===== config.mk =====
export PLATFORM = sky130hd
export DESIGN_NAME = jpeg_frame_header_parser_unit
export DESIGN_NICKNAME = d
export VERILOG_FILES = /design/src/design/jfhp_pkg.sv /design/src/design/jfhp_core.sv /design/src/design/jpeg_frame_header_parser_unit.sv
export SDC_FILE = /design/constraint.sdc
export NUM_CORES = 1
export LEC_CHECK = 0
export BUFFER_PORTS_ARGS = -buffer_cell sky130_fd_sc_hd__buf_4
export CAP_MARGIN = 25
export CORE_ASPECT_RATIO = 1.2
export CORE_MARGIN = 2
export CORE_UTILIZATION = 45
export CTS_CLUSTER_SIZE = 10
export DETAILED_ROUTE_END_ITERATION = 8
export SLEW_MARGIN = 0
export SYNTH_ARGS = -nofsm -noshare
export SYNTH_HDL_FRONTEND = slang
export SYNTH_SLANG_ARGS = --single-unit

===== constraint.sdc =====
create_clock -name i_clk -period 9.65 [get_ports i_clk]
set_input_delay 0.4825 -clock i_clk [delete_from_list [all_inputs] [get_ports i_clk]]
set_output_delay 0.4825 -clock i_clk [all_outputs]
set_load 0.03 [all_outputs]

===== src/design/jfhp_pkg.sv =====
package jfhp_pkg;

    localparam logic [7:0] MARK_PREFIX = 8'hFF;
    localparam logic [7:0] CODE_SOI    = 8'hD8;
    localparam logic [7:0] CODE_EOI    = 8'hD9;
    localparam logic [7:0] CODE_SOF0   = 8'hC0;
    localparam logic [7:0] CODE_SOF2   = 8'hC2;
    localparam logic [7:0] PRECISION   = 8'd8;

    localparam logic [7:0] SF_1X1 = 8'h11;
    localparam logic [7:0] SF_2X1 = 8'h21;
    localparam logic [7:0] SF_1X2 = 8'h12;
    localparam logic [7:0] SF_2X2 = 8'h22;

    localparam logic [2:0] CLS_444  = 3'd0;
    localparam logic [2:0] CLS_422H = 3'd1;
    localparam logic [2:0] CLS_422V = 3'd2;
    localparam logic [2:0] CLS_420  = 3'd3;
    localparam logic [2:0] CLS_GRAY = 3'd4;
    localparam logic [2:0] CLS_NONE = 3'd5;

    typedef enum logic [8:0] {
        PH_START0 = 9'b000000001,
        PH_START1 = 9'b000000010,
        PH_MARK0  = 9'b000000100,
        PH_MARK1  = 9'b000001000,
        PH_LEN0   = 9'b000010000,
        PH_LEN1   = 9'b000100000,
        PH_SKIP   = 9'b001000000,
        PH_SOF    = 9'b010000000,
        PH_DONE   = 9'b100000000
    } t_phase;

    typedef struct packed {
        logic        ok;
        logic [15:0] height;
        logic [15:0] width;
        logic [7:0]  components;
        logic [2:0]  sampling_class;
        logic        progressive;
    } t_result;

    localparam t_result RESULT_FAIL = '{
        ok: 1'b0, height: 16'd0, width: 16'd0, components: 8'd0,
        sampling_class: CLS_NONE, progressive: 1'b0
    };

    function automatic logic [2:0] classify(
        input logic [7:0] count,
        input logic [7:0] sf0,
        input logic [7:0] sf1,
        input logic [7:0] sf2
    );
        logic [2:0] cls;
        cls = CLS_NONE;
        if (count == 8'd3) begin
            if (sf1 == SF_1X1 && sf2 == SF_1X1) begin
                case (sf0)
                    SF_1X1:  cls = CLS_444;
                    SF_2X1:  cls = CLS_422H;
                    SF_1X2:  cls = CLS_422V;
                    SF_2X2:  cls = CLS_420;
                    default: cls = CLS_NONE;
                endcase
            end
        end else if (count == 8'd1 && sf0 == SF_1X1) begin
            cls = CLS_GRAY;
        end
        return cls;
    endfunction

endpackage


===== src/design/jfhp_core.sv =====
module jfhp_core (
    input  logic                 i_clk,
    input  logic                 i_rst_n,
    input  logic                 i_take,
    input  logic [7:0]           i_data_byte,
    input  logic                 i_last_byte,
    output logic                 o_res_valid,
    output jfhp_pkg::t_result    o_res
);

    jfhp_pkg::t_phase r_phase, n_phase;
    logic [15:0] r_seg_len, n_seg_len;
    logic [15:0] r_count, n_count;
    logic [7:0]  r_marker, n_marker;
    logic [15:0] r_height, n_height;
    logic [15:0] r_width, n_width;
    logic [7:0]  r_ncomp, n_ncomp;
    logic [7:0]  r_sf0, n_sf0;
    logic [7:0]  r_sf1, n_sf1;
    logic [7:0]  r_sf2, n_sf2;

    logic        fail;
    logic        done;
    logic [16:0] idx_p1;
    logic [16:0] need;
    logic [2:0]  cls;

    always_comb begin
        n_phase     = r_phase;
        n_seg_len   = r_seg_len;
        n_count     = r_count;
        n_marker    = r_marker;
        n_height    = r_height;
        n_width     = r_width;
        n_ncomp     = r_ncomp;
        n_sf0       = r_sf0;
        n_sf1       = r_sf1;
        n_sf2       = r_sf2;
        fail        = 1'b0;
        done        = 1'b0;
        o_res_valid = 1'b0;
        o_res       = jfhp_pkg::RESULT_FAIL;
        idx_p1      = {1'b0, r_count} + 17'd1;
        need        = (r_ncomp == 8'd3) ? 17'd17 : 17'd11;
        cls         = jfhp_pkg::CLS_NONE;

        case (r_phase)
            jfhp_pkg::PH_START0: begin
                if (i_data_byte != jfhp_pkg::MARK_PREFIX) fail = 1'b1;
                else n_phase = jfhp_pkg::PH_START1;
            end
            jfhp_pkg::PH_START1: begin
                if (i_data_byte != jfhp_pkg::CODE_SOI) fail = 1'b1;
                else n_phase = jfhp_pkg::PH_MARK0;
            end
            jfhp_pkg::PH_MARK0: begin
                if (i_data_byte != jfhp_pkg::MARK_PREFIX) fail = 1'b1;
                else n_phase = jfhp_pkg::PH_MARK1;
            end
            jfhp_pkg::PH_MARK1: begin
                if (i_data_byte == jfhp_pkg::CODE_SOI || i_data_byte == jfhp_pkg::CODE_EOI) begin
                    n_phase = jfhp_pkg::PH_MARK0;
                end else begin
                    n_marker = i_data_byte;
                    n_phase  = jfhp_pkg::PH_LEN0;
                end
            end
            jfhp_pkg::PH_LEN0: begin
                n_seg_len = {i_data_byte, 8'h00};
                n_count   = 16'd1;
                n_phase   = jfhp_pkg::PH_LEN1;
            end
            jfhp_pkg::PH_LEN1: begin
                n_seg_len = {r_seg_len[15:8], i_data_byte};
                n_count   = 16'd2;
                if (r_marker == jfhp_pkg::CODE_SOF0 || r_marker == jfhp_pkg::CODE_SOF2) begin
                    n_phase = jfhp_pkg::PH_SOF;
                end else if (n_seg_len < 16'd2) begin
                    fail = 1'b1;
                end else if (n_seg_len == 16'd2) begin
                    n_phase = jfhp_pkg::PH_MARK0;
                end else begin
                    n_phase = jfhp_pkg::PH_SKIP;
                end
            end
            jfhp_pkg::PH_SKIP: begin
                n_count = r_count + 16'd1;
                if (n_count >= r_seg_len) n_phase = jfhp_pkg::PH_MARK0;
            end
            jfhp_pkg::PH_SOF: begin
                if (r_count != 16'hFFFF) n_count = r_count + 16'd1;
                case (r_count)
                    16'd2: begin
                        if (i_data_byte != jfhp_pkg::PRECISION) fail = 1'b1;
                    end
                    16'd3: n_height = {i_data_byte, 8'h00};
                    16'd4: n_height = {r_height[15:8], i_data_byte};
                    16'd5: n_width = {i_data_byte, 8'h00};
                    16'd6: begin
                        n_width = {r_width[15:8], i_data_byte};
                        if (r_height == 16'd0 || n_width == 16'd0) fail = 1'b1;
                    end
                    16'd7: begin
                        n_ncomp = i_data_byte;
                        if (i_data_byte != 8'd1 && i_data_byte != 8'd3) fail = 1'b1;
                    end
                    16'd9:  n_sf0 = i_data_byte;
                    16'd12: if (r_ncomp == 8'd3) n_sf1 = i_data_byte;
                    16'd15: if (r_ncomp == 8'd3) n_sf2 = i_data_byte;
                    default: ;
                endcase
                if (r_count >= 16'd8 && idx_p1 >= {1'b0, r_seg_len} && idx_p1 >= need) begin
                    cls = jfhp_pkg::classify(r_ncomp, n_sf0, n_sf1, n_sf2);
                    if (cls == jfhp_pkg::CLS_NONE) fail = 1'b1;
                    else done = 1'b1;
                end
            end
            default: ;
        endcase

        if (fail) begin
            o_res_valid = 1'b1;
            n_phase     = jfhp_pkg::PH_DONE;
        end else if (done) begin
            o_res_valid          = 1'b1;
            o_res.ok             = 1'b1;
            o_res.height         = r_height;
            o_res.width          = r_width;
            o_res.components     = r_ncomp;
            o_res.sampling_class = cls;
            o_res.progressive    = (r_marker == jfhp_pkg::CODE_SOF2);
            n_phase              = jfhp_pkg::PH_DONE;
        end

        if (i_last_byte) begin
            if (!o_res_valid && r_phase != jfhp_pkg::PH_DONE) begin
                o_res_valid = 1'b1;
                o_res       = jfhp_pkg::RESULT_FAIL;
            end
            n_phase   = jfhp_pkg::PH_START0;
            n_seg_len = 16'd0;
            n_count   = 16'd0;
            n_marker  = 8'd0;
            n_height  = 16'd0;
            n_width   = 16'd0;
            n_ncomp   = 8'd0;
            n_sf0     = 8'd0;
            n_sf1     = 8'd0;
            n_sf2     = 8'd0;
        end
    end

    always_ff @(posedge i_clk) begin
        if (!i_rst_n) begin
            r_phase   <= jfhp_pkg::PH_START0;
            r_seg_len <= 16'd0;
            r_count   <= 16'd0;
            r_marker  <= 8'd0;
            r_height  <= 16'd0;
            r_width   <= 16'd0;
            r_ncomp   <= 8'd0;
            r_sf0     <= 8'd0;
            r_sf1     <= 8'd0;
            r_sf2     <= 8'd0;
        end else if (i_take) begin
            r_phase   <= n_phase;
            r_seg_len <= n_seg_len;
            r_count   <= n_count;
            r_marker  <= n_marker;
            r_height  <= n_height;
            r_width   <= n_width;
            r_ncomp   <= n_ncomp;
            r_sf0     <= n_sf0;
            r_sf1     <= n_sf1;
            r_sf2     <= n_sf2;
        end
    end

endmodule


===== src/design/jpeg_frame_header_parser_unit.sv =====
// Frame header parser for a JPEG byte stream.
// The input channel carries one file byte per request on i_data_byte, with
// i_last_byte set on the final byte of each file; a request is taken at a
// clock edge where i_valid is high and o_stall is low.
// The output channel gives exactly one result per file on o_ok, o_height,
// o_width, o_components, o_sampling_class and o_progressive; it is taken at
// an edge where o_valid is high and i_stall is low.
// Each byte is handled in the cycle it is accepted; the result it decides is
// registered in the output register, or in the skid register if one is held.
// One byte is accepted per cycle for as long as o_stall is low.
// When the receiver stalls, a held result stays on the outputs and bytes keep
// being accepted; a second result is kept in a one-entry skid register, and
// o_stall is high while that register is full, until the held result is taken.
// A synchronous reset returns the parser to the start of a file and
// empties both result registers. The parser state also returns to the start
// of a file after every byte marked last.
module jpeg_frame_header_parser_unit (
    input  logic        i_clk,
    input  logic        i_rst_n,
    input  logic        i_valid,
    output logic        o_stall,
    input  logic [7:0]  i_data_byte,
    input  logic        i_last_byte,
    output logic        o_valid,
    input  logic        i_stall,
    output logic        o_ok,
    output logic [15:0] o_height,
    output logic [15:0] o_width,
    output logic [7:0]  o_components,
    output logic [2:0]  o_sampling_class,
    output logic        o_progressive
);

    logic              take;
    logic              res_valid;
    logic              pop;
    jfhp_pkg::t_result res;
    logic              r_out_valid;
    jfhp_pkg::t_result r_out;
    logic              r_skid_valid;
    jfhp_pkg::t_result r_skid;

    assign o_stall = r_skid_valid;
    assign take    = i_valid && !r_skid_valid;
    assign pop     = r_out_valid && !i_stall;

    jfhp_core u_core (
        .i_clk       (i_clk),
        .i_rst_n     (i_rst_n),
        .i_take      (take),
        .i_data_byte (i_data_byte),
        .i_last_byte (i_last_byte),
        .o_res_valid (res_valid),
        .o_res       (res)
    );

    always_ff @(posedge i_clk) begin
        if (!i_rst_n) begin
            r_out_valid  <= 1'b0;
            r_skid_valid <= 1'b0;
        end else if (r_skid_valid) begin
            if (pop) begin
                r_skid_valid <= 1'b0;
            end
        end else if (!r_out_valid || pop) begin
            r_out_valid <= take && res_valid;
        end else if (take && res_valid) begin
            r_skid_valid <= 1'b1;
        end
    end

    always_ff @(posedge i_clk) begin
        if (r_skid_valid) begin
            if (pop) begin
                r_out <= r_skid;
            end
        end else if (!r_out_valid || pop) begin
            r_out <= res;
        end else begin
            r_skid <= res;
        end
    end

    assign o_valid          = r_out_valid;
    assign o_ok             = r_out.ok;
    assign o_height         = r_out.height;
    assign o_width          = r_out.width;
    assign o_components     = r_out.components;
    assign o_sampling_class = r_out.sampling_class;
    assign o_progressive    = r_out.progressive;

endmodule


==> reports/qor.yml <==
wl_um: 23670
power_leakage_nw: 4.104
path_cells: "ha_1, and4_1, nand2_1, xnor2_1, ha_1, nand3_1, o21bai_1, a211oi_1, nor2_1, maj3_2, a211o_1, a21oi_2, nand3_4, buf_4, o31a_1"
synth.avg_cell_area_um2: 9.504
cts_tree: "yes"
period_needed_ns: 4.785
vias: 7696
ys_seq_area_share_pct: 49.87
pwr-share-clk_pct: 42.6
outcome: "finished clean"
drt_iter0_drc: 459
maxSlewViolCount: 0
synth_ff_type: "dfxtp_1"
grt_overflow: 0
p_sw_share_pct: 24.40
synth_area_leaders: "edfxtp_1 27%, dfxtp_1 23%, nor2_1 7.2%"
synthTopCellsByCount: "192 x nor2_1, 115 x dfxtp_1, 90 x edfxtp_1"
fmaxAchievable_mhz: 209.0
cp_common_cell: "ha_1"
synthArstFlopShare_pct: 0
finish.instance_area_um2: 11340
post-synth-top-count-cell: "nor2_1"
vdd_drop_max_v: 0.0001142
drt_first_pass_iters: 5
ios: 60
routabilityCongestion: 0.8697
multi_input_area_um2: 4531
fin_setup_tns_ns: 0
die_area_um2: 23520
hold_viol: 0
min_path_cells: 3
dpl.cell_count: 1336
drtAntennaViolNets: 0
die_w_um: 140.3
max_stage_delay_ns: 0.50
first_global_vias: 7249
internal_power_mw: 1.470
synth-seq-cells: 205
syn_area_um2: 10040
grt_max_degree: 91
h-tree-depth: 1
clock_path_buffers: 3
dpl-instance-area_um2: 10630
crit_path_end_kind: "flop"
setup_violations: 0
wl_per_cell_um: 17.18
fin_nets: 1122
fillCellCount: 2028
required_ns: 9.92
finalCritPeriodShare_pct: 49.59
synth_cell_type_count: 79
worstPathArrival_ns: 5.05
synth.top_cell.area_share_pct: 26.93
power_frac_seq_pct: 48.7
syn_inst: 1056
start_util_pct: 46.08
hold_ws_ns: 0.3009
crit_slowest_cell: "buf_4"
combPwrFrac_pct: 8.7
synth-edff-count: 90
core_area_um2: 21780
diodes: 0
viasPerCell: 5.585
areaGrowthSynthToFinish_pct: 13.04
antenna_found_initial: 0
placementRows: 59
synth_top_area_cell: "edfxtp_1"
powerDensity_nw_per_um2: 171.4
worst-path-max-fanout: 49
max-cap-violations: 0
drive_gt1_share_pct: 12.41
layout.cells.non_filler: 1378
numPortBuffers: 59
yosys_warnings: 0
slew-limit-headroom_pct: 31.01
clockRootBuffer: "clkbuf_16"
seq_area_um2: 5009
hold_buffers: 0
switchingPower_mw: 0.4745
cts.clk_slew.worst_paths_ns: 0.06
clock-sinks: 205
cts.repair.resized: 0
hpwl_um: 16190
p_total_mw: 1.945
critPathLaunchType: "flop"
grt_pass1_wl_um: 38380
grtUsageTotal_pct: 19.93
fp.dieH_um: 167.6
rsz0062_at_grt: "false"
cts_setup_buffers: 0
worstSetupPathType: "flop to flop"
drc: 0
hp-class: "input pin to flop"
cts_made_buffers: 25
worstRegToRegCells: 15
clkLatencyLatePin_ns: 0.51
fin_worst_skew_ns: 0.01269
tightest_slew_ns: 1.028
==> placed cells by master, fill, tap and decap left out, types with 6 or more instances in the layout <==
cell type / instances
or4_1: 6
a31oi_1: 14
and3_1: 7
nand3_1: 20
nor4_1: 12
nor3_1: 40
a21oi_1: 49
nor2b_1: 11
ha_1: 20
nor2_1: 192
xor2_1: 15
conb_1: 6
edfxtp_1: 90
xnor2_1: 12
clkbuf_1: 13
dfxtp_1: 114
a22oi_1: 48
o31ai_4: 20
o21ai_0: 21
inv_1: 62
o21ai_1: 9
o31ai_1: 13
clkbuf_16: 25
buf_4: 65
nor3b_1: 9
nand2_1: 82
nand4_1: 13
and2_1: 12
mux2i_1: 10
o22ai_1: 7
a21o_1: 6
==> power groups by stage <==
stage	sequential (mW)	combinational (mW)	clock, mW
global placement	0.965	0.168	0
finish	0.947	0.170	0.828
CTS	0.947	0.170	0.848
floorplan	0.998	0.0744	0
global route	0.949	0.182	0.888
detailed placement	0.965	0.170	0
==> worst max-delay path, delay by kind of cell, from the launching register on <==
kind	cells	cell delay [ns]
fa+ha+maj	3	0.98
buf+inv	1	0.50
flops	1	0.48
xor+xnor	1	0.16
simple gates	5	1.12
compound gates	5	1.24
==> final cells by class <==
cell class / instances / share of cell area [%]
inverter: 63 / 2.084
multi-input combinational: 728 / 39.94
timing repair buffer: 66 / 4.544
clock buffer: 39 / 6.066
tap: 274 / 3.022
sequential: 205 / 44.15
clock inverter: 3 / 0.1985
==> per-layer routing <==
layer	track usage, %	part of all wire (%)	up-vias
met3	2.717	4.7	27
li1	-	-	3827
met1	26.47	46	3667
met5	0	0	-
met2	34.68	48	175
met4	4.436	1.5	0
==> path summary, 6_finish.rpt <==
path                         end               from  slack, ns
max          o_sampling_class[0]  u_core.r_count[0]       4.86
min reg2reg    u_core.r_ncomp[3]  u_core.r_ncomp[3]       0.50
max reg2reg  o_sampling_class[0]  u_core.r_count[0]       4.86
min                      o_valid            i_stall       0.30
==> cell families (layout without fill, tap and decap cells) <==
family,after synthesis,after routing,synth area share (%)
multiplexers,12,12,1.209
AO/OA/AOI/OAI,222,222,17.70
AND/OR/NAND/NOR,438,438,20.62
other,1,6,0.03737
XOR/XNOR,27,27,2.356
buffers and inverters,128,171,5.386
flip-flops,205,205,49.87
adder cells (fa/ha/maj),23,23,2.818
==> through the flow <==
step	worst slack (ns)	util, %
final	4.865	52.09
after global routing	4.531	52.09
after detailed placement	4.880	48.83
after floorplan	6.134	-
after CTS	4.852	52.09
after global placement	4.917	48.70
==> state kept, by name, indices dropped and copies added (netlist names), 3 cells and up <==
register          count
r_skid               45
o_height             16
o_width              16
u_core.r_count       16
u_core.r_height      16
u_core.r_seg_len     16
u_core.r_width       16
u_core.r_phase        9
o_components          8
u_core.r_marker       8
u_core.r_ncomp        8
u_core.r_sf0          8
u_core.r_sf1          8
u_core.r_sf2          8
o_sampling_class      3
Note: power is estimated with default switching activity, not from simulation.
